==> src/lphs_pkg.sv <==
// Package for the linear probe hash set: op and status codes, and the
// command and status structs between controller and datapath. No dependencies.
package lphs_pkg;

    localparam logic [2:0] OP_ADD   = 3'd0;
    localparam logic [2:0] OP_TEST  = 3'd1;
    localparam logic [2:0] OP_REM   = 3'd2;
    localparam logic [2:0] OP_READ  = 3'd3;
    localparam logic [2:0] OP_CLEAR = 3'd4;

    localparam logic [1:0] RS_DONE = 2'd0;
    localparam logic [1:0] RS_UPD  = 2'd1;
    localparam logic [1:0] RS_MISS = 2'd2;
    localparam logic [1:0] RS_FULL = 2'd3;

    typedef struct packed {
        logic       load;        // capture input word
        logic       idx_home;    // idx <= home slot of probe hash, probe count <= 0
        logic       idx_inc;     // step to the next slot
        logic       idx_zero;
        logic       probe_ord;   // probe key/hash <= order entry, idx <= its home
        logic       slot_wr_new; // write probe key into slot idx
        logic       slot_wr_clr; // write empty slot at idx
        logic       rd_pos;      // order read address from position, else rebuild index
        logic       ord_wr;      // append probe key to the order list
        logic       cnt_inc;
        logic       cnt_zero;
        logic       n_load;      // rebuild length <= count
        logic       ord_inc;
        logic       res_set;
        logic [1:0] res_status;
        logic       res_found;
        logic       res_kout;    // result key from order read data
        logic       out_load;
    } t_cmd;

    typedef struct packed {
        logic [2:0] op;
        logic       used;
        logic       match;
        logic       bound;
        logic       idx_last;
        logic       full;
        logic       pos_ok;
        logic       ord_done;
        logic       ord_is_key;
    } t_stat;

endpackage

==> src/lphs_ctrl.sv <==
// Controller of the hash set: sequences probes, clearing passes and the
// remove rebuild. Depends on lphs_pkg.
module lphs_ctrl (
    input  logic            i_clk,
    input  logic            i_rst_n,
    input  logic            i_s_tvalid,
    output logic            o_s_tready,
    output logic            o_m_tvalid,
    input  logic            i_m_tready,
    input  lphs_pkg::t_stat i_stat,
    output lphs_pkg::t_cmd  o_cmd
);
    typedef enum logic [3:0] {
        S_CLR, S_IDLE, S_DISP, S_P_RD, S_P_CHK, S_R_RD, S_R_CHK,
        S_I_RD, S_I_CHK, S_O_CHK, S_FIN
    } t_state;
    typedef enum logic [1:0] {AF_IDLE, AF_FIN, AF_REB} t_after;

    t_state r_state, n_state;
    t_after r_after, n_after;
    logic   r_m_valid, n_m_valid;

    always_comb begin
        o_cmd     = '0;
        n_state   = r_state;
        n_after   = r_after;
        n_m_valid = r_m_valid;
        if (r_m_valid && i_m_tready) begin
            n_m_valid = 1'b0;
        end
        case (r_state)
            S_CLR: begin
                o_cmd.slot_wr_clr = 1'b1;
                if (i_stat.idx_last) begin
                    case (r_after)
                        AF_FIN:  n_state = S_FIN;
                        AF_REB:  n_state = S_R_RD;
                        default: n_state = S_IDLE;
                    endcase
                end else begin
                    o_cmd.idx_inc = 1'b1;
                end
            end
            S_IDLE: begin
                if (i_s_tvalid) begin
                    o_cmd.load = 1'b1;
                    n_state    = S_DISP;
                end
            end
            S_DISP: begin
                o_cmd.res_set    = 1'b1;
                o_cmd.res_status = lphs_pkg::RS_MISS;
                n_state          = S_FIN;
                case (i_stat.op)
                    lphs_pkg::OP_ADD, lphs_pkg::OP_TEST, lphs_pkg::OP_REM: begin
                        o_cmd.idx_home = 1'b1;
                        n_state        = S_P_RD;
                    end
                    lphs_pkg::OP_READ: begin
                        o_cmd.rd_pos = 1'b1;
                        if (i_stat.pos_ok) begin
                            n_state = S_O_CHK;
                        end
                    end
                    lphs_pkg::OP_CLEAR: begin
                        o_cmd.res_status = lphs_pkg::RS_DONE;
                        o_cmd.idx_zero   = 1'b1;
                        o_cmd.cnt_zero   = 1'b1;
                        n_after          = AF_FIN;
                        n_state          = S_CLR;
                    end
                    default: ;
                endcase
            end
            S_P_RD: n_state = S_P_CHK;
            S_P_CHK: begin
                if (i_stat.used && i_stat.match) begin
                    o_cmd.res_set   = 1'b1;
                    o_cmd.res_found = 1'b1;
                    n_state         = S_FIN;
                    case (i_stat.op)
                        lphs_pkg::OP_ADD: o_cmd.res_status = lphs_pkg::RS_UPD;
                        lphs_pkg::OP_REM: begin
                            o_cmd.n_load   = 1'b1;
                            o_cmd.cnt_zero = 1'b1;
                            o_cmd.idx_zero = 1'b1;
                            n_after        = AF_REB;
                            n_state        = S_CLR;
                        end
                        default: o_cmd.res_status = lphs_pkg::RS_DONE;
                    endcase
                end else if (!i_stat.used || i_stat.bound) begin
                    o_cmd.res_set    = 1'b1;
                    o_cmd.res_status = lphs_pkg::RS_MISS;
                    n_state          = S_FIN;
                    if (i_stat.op == lphs_pkg::OP_ADD) begin
                        if (i_stat.full) begin
                            o_cmd.res_status = lphs_pkg::RS_FULL;
                        end else begin
                            o_cmd.res_status  = lphs_pkg::RS_DONE;
                            o_cmd.slot_wr_new = !i_stat.used;
                            o_cmd.ord_wr      = !i_stat.used;
                            o_cmd.cnt_inc     = !i_stat.used;
                        end
                    end
                end else begin
                    o_cmd.idx_inc = 1'b1;
                    n_state       = S_P_RD;
                end
            end
            S_R_RD: begin
                if (i_stat.ord_done) begin
                    n_state = S_FIN;
                end else begin
                    n_state = S_R_CHK;
                end
            end
            S_R_CHK: begin
                if (i_stat.ord_is_key) begin
                    o_cmd.ord_inc = 1'b1;
                    n_state       = S_R_RD;
                end else begin
                    o_cmd.probe_ord = 1'b1;
                    n_state         = S_I_RD;
                end
            end
            S_I_RD: n_state = S_I_CHK;
            S_I_CHK: begin
                if (!i_stat.used || i_stat.bound) begin
                    // place at the first free slot, then take the next order entry
                    o_cmd.slot_wr_new = !i_stat.used;
                    o_cmd.ord_wr      = !i_stat.used;
                    o_cmd.cnt_inc     = !i_stat.used;
                    o_cmd.ord_inc     = 1'b1;
                    n_state           = S_R_RD;
                end else begin
                    o_cmd.idx_inc = 1'b1;
                    n_state       = S_I_RD;
                end
            end
            S_O_CHK: begin
                o_cmd.res_set    = 1'b1;
                o_cmd.res_status = lphs_pkg::RS_DONE;
                o_cmd.res_found  = 1'b1;
                o_cmd.res_kout   = 1'b1;
                n_state          = S_FIN;
            end
            S_FIN: begin
                if (!r_m_valid || i_m_tready) begin
                    o_cmd.out_load = 1'b1;
                    n_m_valid      = 1'b1;
                    n_state        = S_IDLE;
                end
            end
            default: n_state = S_IDLE;
        endcase
    end

    always_ff @(posedge i_clk) begin
        if (!i_rst_n) begin
            r_state   <= S_CLR;
            r_after   <= AF_IDLE;
            r_m_valid <= 1'b0;
        end else begin
            r_state   <= n_state;
            r_after   <= n_after;
            r_m_valid <= n_m_valid;
        end
    end

    assign o_s_tready = (r_state == S_IDLE);
    assign o_m_tvalid = r_m_valid;
endmodule

==> config.mk <==
export PLATFORM = sky130hd
export DESIGN_NAME = lphs_ctrl
export DESIGN_NICKNAME = d
export VERILOG_FILES = /design/src/lphs_pkg.sv /design/src/lphs_ctrl.sv
export SDC_FILE = /design/constraint.sdc
export NUM_CORES = 1
export LEC_CHECK = 0
export BUFFER_PORTS_ARGS = -buffer_cell sky130_fd_sc_hd__buf_2
export CORE_MARGIN = 4
export CORE_UTILIZATION = 40
export CTS_BUF_LIST = sky130_fd_sc_hd__clkbuf_4 sky130_fd_sc_hd__clkbuf_8
export DETAILED_ROUTE_END_ITERATION = 10
export PLACE_DENSITY = 0.67
export SLEW_MARGIN = 20
export SYNTH_ARGS = -nofsm -noshare
export SYNTH_HDL_FRONTEND = slang
export SYNTH_SLANG_ARGS = --single-unit
export TNS_END_PERCENT = 50
==> constraint.sdc <==
create_clock -name i_clk -period 2.9 [get_ports i_clk]
set_input_delay 0 -clock i_clk [delete_from_list [all_inputs] [get_ports i_clk]]
set_output_delay 0 -clock i_clk [all_outputs]
set_load 0.05 [all_outputs]
# Yosys cells after proc, flatten, opt, wreduce, memory -nomap -nowiden
# Cells that the tools add are included.
# W data, S select, Z words.
# classes
n_addsub	0
div	0
reduce_logical	12
order_cmp	0
bitwise_logic	0
n_mux	68
eq_ne	22
n_mul	0
shifts	0
# op_table
cell	count
$pmux W4 S11	1
$mux W2	16
$mux W1	31
$mux W4	7
$eq A4 B3 Y1 const B	4
$eq A4 B4 Y1 const B	3
$pmux W4 S3	1
$pmux W1 S2	5
$pmux W3 S3	1
$eq A4 B2 Y1 const B	2
$ne A2 B2 Y1 const B	4
$pmux W2 S2	2
$pmux W4 S2	1
$eq A3 B2 Y1 const B	2
$mux W3	2
$eq A4 B1 Y1 const B	1
$logic_not A4 Y1	1
$ne A2 B1 Y1 const B	2
$reduce_and A4 Y1	1
$eq A3 B1 Y1 const B	1
$eq A3 B3 Y1 const B	1
$logic_not A3 Y1	1
$pmux W1 S3	1
$reduce_and A3 Y1	1
other kinds (7)	10
# word_totals
mem_count	0
register_bits	7
mem_bits_ro	0
in_bits	15
ramBits	0
latch_bits	0
out_inout_bits	21
wordCells	105

# Logic depth before layout (Yosys ltp)
# Gate-level depths: netlist (run 1).
# logic_depth
word_depth	6
depth_mapped	6
depth_no_buf	5

# Worst setup path after synthesis (run 1)
# OpenSTA, ideal clock, no wires.
# synth_path
path_type	flip-flop to output port
startpoint	register r_state[2]
endpoint	output o_cmd[10] (netlist name)
path_stages_with_launch	7
path_buffers	3
required_time_ps	2900
arrival_time_ps	3058
slack_ps	-158
path_cell_list	dfxtp_1 buf_2 clkbuf_1 nor2b_1 a21oi_1 nor4_1 buf_4
# synth_rtl
item	line_no	text
from (decl)	lphs_ctrl.sv:19	t_state r_state, n_state;
from (signal assigned)	lphs_ctrl.sv:165	r_state <= n_state;
to (decl)	lphs_ctrl.sv:11	output lphs_pkg::t_cmd o_cmd

==> results.md, run 1 <==
- Status: finished clean
- Sink Count: 7
- CP Cell Sequence: or4b_1, or3b_4, a21oi_4, buf_2
- Synthesized flop and latch total: 7
- Uppermost layer routed: met4
- Max-Slew Margin vs Limit: 56.9%
- CP max FO: 20
- Sequential share of the synthesized area: 17.3%
- CTS resizes: 0
- Routed met2 length: 985 µm
- I/O pins: 36
- GRT Total Usage: 17.6%
- Sequential cell area: 140 µm²
- Detailed Route WL: 2.25 mm
- Clock Skew: 0.542 ps
- Fin. max-slew vios: 0
- Setup Fix Bufs, Post-CTS: 0
- Layout cell share with drive strength beyond 1: 31.9%
- Vias per cell: 5.49
- RSZ-0062 raised after global routing: false
- Root buffer cell: clkbuf_4
- Crit path required time: 2900 ps
- TritonCTS buffer count: 3
- Max cap viols: 0
- CP max stage cell: or4b_1
- PortBufs: 35
- Mapped Cells: 116
- RD Place Congestion: 0.805
- Largest net degree at the start of global routing: 22
- Worst-margin pin slew: 644 ps
- Residual DRC: 0
- Post-DRT Antenna Nets: 0
- CTS Hold Bufs: 0
- Final #Nets: 160
- Worst-path clk slew: 50 ps
- Ant diodes: 0
- Dpl cells: 167
- Crit Path Category: flip-flop to primary output
- Via count: 939
- H-Tree Level Count: 1
- First-pass GRT wire length: 3.80 mm
- Post-route insts no fill: 171
- Top cells by count, synth: nor2_1 (13), a21oi_1 (8), nand2_1 (8), clkbuf_1 (7), dfxtp_1 (7)
- Min Tclk post-route: 2350 ps
- Detailed Routing Iterations Pass 1: 4
- Number of flops mapped to enable cells by yosys: 0
- WL per Instance: 13.2 µm
- Max VDD drop: 0.255 mV
- Final period utilization: 81.1%
- Starting DRT DRC Count: 32
- Dpl hpwl: 1.74 mm
- Post-synthesis cell type count: 42
- Initial antenna violation count: 0
- Die ar.: 2810 µm²
- Family with the most delay on the worst path: simple AND/OR/NAND/NOR gates
- Total Neg Setup Slack: 0 ps
- Syn_nets: 131
- Synth-to-layout area growth: 24.2%
- Pwr/cell area: 427 nW/µm²
- Leakage power: 0.474 nW
- FMAX: 425 MHz
- Worst path bufs/invs: 1
- Worst Hold Class: input pin to flip-flop
- Remaining Overflow, GRT: 0
- R2R setup slack: 820 ps
- Setup-failing EPs final: 0
- Ys async rst share: 0%
- Share of the synthesized area in the top cell type: 17.3%
- Yosys top cell by area: dfxtp_1
- Vias in the first global route: 838
- Area of the multi-input gates: 592 µm²
- CTS Buffer Depth: 2
- Primary FF master, synth: dfxtp_1
- Row cnt: 16
- Yosys warnings: 0
- Starting Density: 41.8%
- Met3 WL: 140 µm
- Filler cell count: 212
- Crit path launch type: flip-flop
- Core Box Area: 1940 µm²
- CP arrival: 2350 ps
- Die Span Y: 53.1 µm
- TritonCTS clock tree: done
- Crit end category: primary output
- Worst skew pair latency: 250 ps
- Average footprint of a synthesized cell: 7.00 µm²
- Width of the die: 53.1 µm
- M1 WL: 1.11 mm
- Hold violation count in the final report: 0
- Slowest stage delay, CP: 710 ps
- Area contributors post-synth: dfxtp_1 (17%), nor2_1 (6.0%), a21oi_1 (4.9%), nor2b_1 (3.9%), nand2_1 (3.7%)
- Top-count cell post-synth: nor2_1
- Post-Syn Area: 812 µm²
-- power by group --
group | switching (mW) | total, mW | leakage, nW | internal (mW)
Clock | 0.0357 | 0.0975 | 0.0184 | 0.0618
Sequential | 0.0165 | 0.119 | 0.0568 | 0.103
Combinational | 0.147 | 0.213 | 0.399 | 0.0667
Total | 0.199 | 0.430 | 0.474 | 0.231
-- layer usage --
layer | vias up | track usage [%]
li1 | 482 | -
met1 | 418 | 25.0
met2 | 37 | 28.3
met3 | 2 | 1.97
met4 | 0 | 3.83
met5 | - | 0
-- registers in the layout, summed over array words and instances, names as in the netlist --
signal      flops
r_state         4
r_after         2
o_m_tvalid      1
-- stage by stage --
step | total power, mW | cell area, µm² | hold slack (ps) | worst slack [ps] | util (%)
2_1_floorplan | 0.285 | 818 | 61.5 | 20.1 | -
3_5_place_dp | 0.335 | 978 | 296 | 831 | 50.4
6_report | 0.430 | 1010 | 36.8 | 549 | 51.9
3_3_place_gp | 0.332 | 978 | 302 | 855 | 50.4
5_1_grt | 0.461 | 1010 | 55.2 | 425 | 51.9
4_1_cts | 0.436 | 1010 | 29.0 | 548 | 51.9
-- path summary, 6_finish.rpt --
path | from | end | cells past startpoint
hold / removal | i_rst_n | o_m_tvalid | 3
hold reg to reg | r_after[0] | r_after[0] | 2
setup / recovery | r_state[2] | o_cmd[15] | 4
setup reg to reg | r_state[2] | r_after[0] | 4
-- cell families after synthesis --
logic type / synth area share (%)
AOI/OAI and AO/OA: 28.0
muxes: 2.47
buffers and inverters: 10.6
DFF: 17.3
and+or+nand+nor: 41.6
-- area by class of cell --
type | instances | share of cell area, %
clock buffers | 4 | 2.98
inverters | 6 | 2.23
multi-input cells | 90 | 58.7
flip-flops and latches | 7 | 13.9
well taps | 27 | 3.35
repair buffers | 37 | 18.9
-- placed cells by master, fill, tap and decap left out, types with 4 or more instances in the layout --
cell and count:
clkbuf_4 4, inv_1 6, a21oi_1 8, buf_2 35, nor2b_1 5, nor2_1 13, and2_1 4, nor3_1 5
dfxtp_1 7, nand2_1 8
-- worst min-delay path: cells and delay by family --
family | cells | cell delay [ps]
buffers and inverters | 2 | 200
AO/OA/AOI/OAI | 1 | 40
Note: power is estimated with default switching activity, not from simulation.
==> run 2: changes to the inputs <==
Settings changed: ABC_AREA set to 1, PLACE_DENSITY 0.67 to 0.71.
Clock period 2.9 ns to 1.99 ns, I/O delays scaled along.
==> results.md, run 2 <==
- Final #Nets: 195 (was 160)
- Detailed Routing Iterations Pass 1: 4 (unchanged)
- Starting Density: 43.7% (was 41.8%)
- Starting DRT DRC Count: 11 (was 32)
- Hold path depth: 3 (unchanged)
- Die Span Y: 52.4 µm (was 53.1 µm)
- Ant diodes: 0 (unchanged)
- Root buffer cell: clkbuf_4 (unchanged)
- TritonCTS buffer count: 3 (unchanged)
- Yosys warnings: 0 (unchanged)
- Layout cell share with drive strength beyond 1: 33.0% (was 31.9%)
- Largest net degree at the start of global routing: 8 (was 22)
- CTS resizes: 0 (unchanged)
- Pwr/cell area: 664 nW/µm² (was 427 nW/µm²)
- Share of the synthesized area in the top cell type: 17.8% (was 17.3%)
- Clock Skew: 3.55 ps (was 0.542 ps)
- Top-count cell post-synth: nand2_1 (was nor2_1)
- Syn_nets: 158 (was 131)
- RSZ-0062 raised after global routing: false (unchanged)
- Status: finished clean (unchanged)
- Crit path launch type: flip-flop (unchanged)
- Post-Synth Simple-Gate Area: 58.7% (was 41.6%)
- Seq pwr share: 25.3% (was 27.8%)
- Crit Path Category: flip-flop to primary output (unchanged)
- Crit path required time: 1990 ps (was 2900 ps)
- Die ar.: 2740 µm² (was 2810 µm²)
- GRT Total Usage: 17.8% (was 17.6%)
- Commonest cells after routing, fill and taps aside: nand2_1 (35), buf_2 (35), nor2_1 (29) (was buf_2 (35), nor2_1 (13), nand2_1 (8), a21oi_1 (8), dfxtp_1 (7))
- RD Place Congestion: 0.817 (was 0.805)
- Yosys top cell by area: dfxtp_1 (unchanged)
- Area contributors post-synth: dfxtp_1 (18%), nand2_1 (17%), nor2_1 (14%), inv_1 (9.0%), nand3_1 (8.3%) (was dfxtp_1 (17%), nor2_1 (6.0%), a21oi_1 (4.9%), nor2b_1 (3.9%), nand2_1 (3.7%))
- Mapped Cells: 143 (was 116)
- Worst skew pair latency: 260 ps (was 250 ps)
- P_sw: 332 µW (was 199 µW)
- Post-Syn Area: 788 µm² (was 812 µm²)
- Internal Power: 333 µW (was 231 µW)
- R2r startpoint: r_state[1] (was r_state[2])
- Dpl hpwl: 1.87 mm (was 1.74 mm)
- Vias in the first global route: 892 (was 838)
- Setup Fix Bufs, Post-CTS: 0 (unchanged)
- CP arrival: 1610 ps (was 2350 ps)
- Leakage power: 0.591 nW (was 0.474 nW)
- Detailed Route WL: 2.20 mm (was 2.25 mm)
- Worst hold endpoint: o_m_tvalid (unchanged)
- Synthesized flop and latch total: 7 (unchanged)
- Top cells by count, synth: nand2_1 (35), nor2_1 (29), inv_1 (19), nand3_1 (13), dfxtp_1 (7) (was nor2_1 (13), a21oi_1 (8), nand2_1 (8), clkbuf_1 (7), dfxtp_1 (7))
- Worst-path clk slew: 50 ps (about the same)
- First-pass GRT wire length: 3.68 mm (was 3.80 mm)
- Max-Slew Margin vs Limit: 78.6% (was 56.9%)
- Width of the die: 52.4 µm (was 53.1 µm)
- Reg2reg end: r_state[0] (was r_after[0])
- Initial antenna violation count: 0 (unchanged)
- CTS Buffer Depth: 2 (unchanged)
- Hold WS: 65.5 ps (was 36.8 ps)
- Final period utilization: 80.8%
- FMAX: 622 MHz
- Min Tclk post-route: 1610 ps
- Synth-to-layout area growth: 27.1% (was 24.2%)
- R2R setup slack: 570 ps (was 820 ps)
- Via count: 990 (was 939)
- Worst-margin pin slew: 320 ps (was 644 ps)
- Sequential cell area: 140 µm² (unchanged)
- Total Neg Setup Slack: 0 ps (unchanged)
- Fin. max-slew vios: 0 (unchanged)
- Residual DRC: 0 (unchanged)
- Post-DRT Antenna Nets: 0 (unchanged)
- Max FFs per register: 4 (unchanged)
- Remaining Overflow, GRT: 0 (unchanged)
- Crit end category: primary output (unchanged)
- PortBufs: 35 (unchanged)
- Sw frac: 49.9% (was 46.2%)
- Core Box Area: 1800 µm² (was 1940 µm²)
- CP max FO: 4 (was 20)
- Reg with most FFs: r_state (unchanged)
- Hold violation count in the final report: 0 (unchanged)
- Primary FF master, synth: dfxtp_1 (unchanged)
- WL per Instance: 10.8 µm (was 13.2 µm)
- Sink Count: 7 (unchanged)
- Worst Hold Class: input pin to flip-flop (unchanged)
- Clock share of power: 21.7% (was 22.6%)
- Vias per cell: 4.85 (was 5.49)
- Synth Area in XOR/XNOR: 0% (unchanged)
- Number of flops mapped to enable cells by yosys: 0 (unchanged)
- Sequential share of the synthesized area: 17.8% (was 17.3%)
- Ys async rst share: 0% (unchanged)
- Max VDD drop: 0.382 mV (was 0.255 mV)
- Combinational family with the most area after synthesis: simple AND/OR/NAND/NOR gates (unchanged)
- Post-synthesis compound-gate area fraction: 10.2% (was 28.0%)
- Hold_sp: i_rst_n (unchanged)
- Post-synthesis cell type count: 18 (was 42)
- Setup-failing EPs final: 0 (unchanged)
- Filler cell count: 205 (was 212)
- Average footprint of a synthesized cell: 5.51 µm² (was 7.00 µm²)
- H-Tree Level Count: 1 (unchanged)
- TritonCTS clock tree: done (unchanged)
- Adder-Cell Fraction of Synth Area: 0% (unchanged)
- CTS Hold Bufs: 0 (unchanged)
- Max cap viols: 0 (unchanged)
- Row cnt: 15 (was 16)
- FF-to-FF path depth: 8 (was 4)
- Comb power frac: 53.0% (was 49.6%)
- Mux contribution to synthesized area: 0% (was 2.47%)
- I/O pins: 36 (unchanged)
- Area of the multi-input gates: 543 µm² (was 592 µm²)
-- run 2: cell types whose count changed after synthesis, moves of 5 or more --
cell	change
nor2_2	+5
nor2_1	+16
nor2b_1	-5
nand2_1	+27
nand3_1	+12
clkbuf_1	-7
inv_1	+13
-- run 2: area by class of cell --
cell class              count  area share, %
flip-flops and latches      7           14.0
well taps                  25           3.12
repair buffers             35           17.5
inverters                  22           8.24
multi-input cells         111           54.2
clock buffers               4           3.00
-- run 2: kinds of logic after synthesis --
group,after synthesis
simple gates,97
buf+inv,25
compound gates,14
flops,7
-- run 2: power groups by stage --
stage | combinational [mW] | sequential (mW) | clock [mW]
2_1_floorplan | 0.274 | 0.166 | 0
3_3_place_gp | 0.352 | 0.172 | 0
3_5_place_dp | 0.354 | 0.171 | 0
4_1_cts | 0.355 | 0.167 | 0.149
5_1_grt | 0.381 | 0.169 | 0.157
6_report | 0.353 | 0.168 | 0.144
-- run 2: worst max-delay path by stage --
| stage | startpoint | end | slack (ps) | cells after the start |
|---|---|---|---|---|
| after floorplan | r_state[1] | o_cmd[10] | 50 | 6 |
| after detailed placement | r_state[1] | r_state[0] | 590 | 8 |
| after CTS | r_state[1] | o_cmd[15] | 370 | 7 |
| after global routing | r_state[2] | o_cmd[9] | 180 | 6 |
| final | r_state[2] | o_cmd[10] | 380 | 6 |
| after global placement | r_state[1] | r_state[0] | 580 | 8 |
-- run 2: worst max-delay path, stage by stage (launching register included) --
cell and delay [ps]:
dfxtp_1 330, inv_1 100, nand2_1 140, nor2_1 210, inv_1 70, a21oi_1 200
buf_2 300
-- run 2: stage by stage --
| stage | utilization (%) | instance area [µm²] | setup slack [ps] | instances | total power [mW] |
|---|---|---|---|---|---|
| after CTS | 55.6 | 1000 | 374 | 204 | 0.671 |
| after detailed placement | 54.0 | 972 | 591 | 200 | 0.524 |
| after global placement | 54.0 | 972 | 578 | 200 | 0.524 |
| after floorplan | - | 788 | 49.1 | 143 | 0.441 |
| final | 55.6 | 1000 | 382 | 204 | 0.665 |
| after global routing | 55.6 | 1000 | 183 | 204 | 0.707 |
-- run 2: routing by layer --
metal | vias up | share of wire [%] | GRT usage, %
met2 | 24 | 47 | 29.1
met4 | 0 | 1.3 | 6.38
li1 | 515 | - | -
met1 | 446 | 47 | 22.4
met5 | - | 0 | 0
met3 | 5 | 5.5 | 4.27
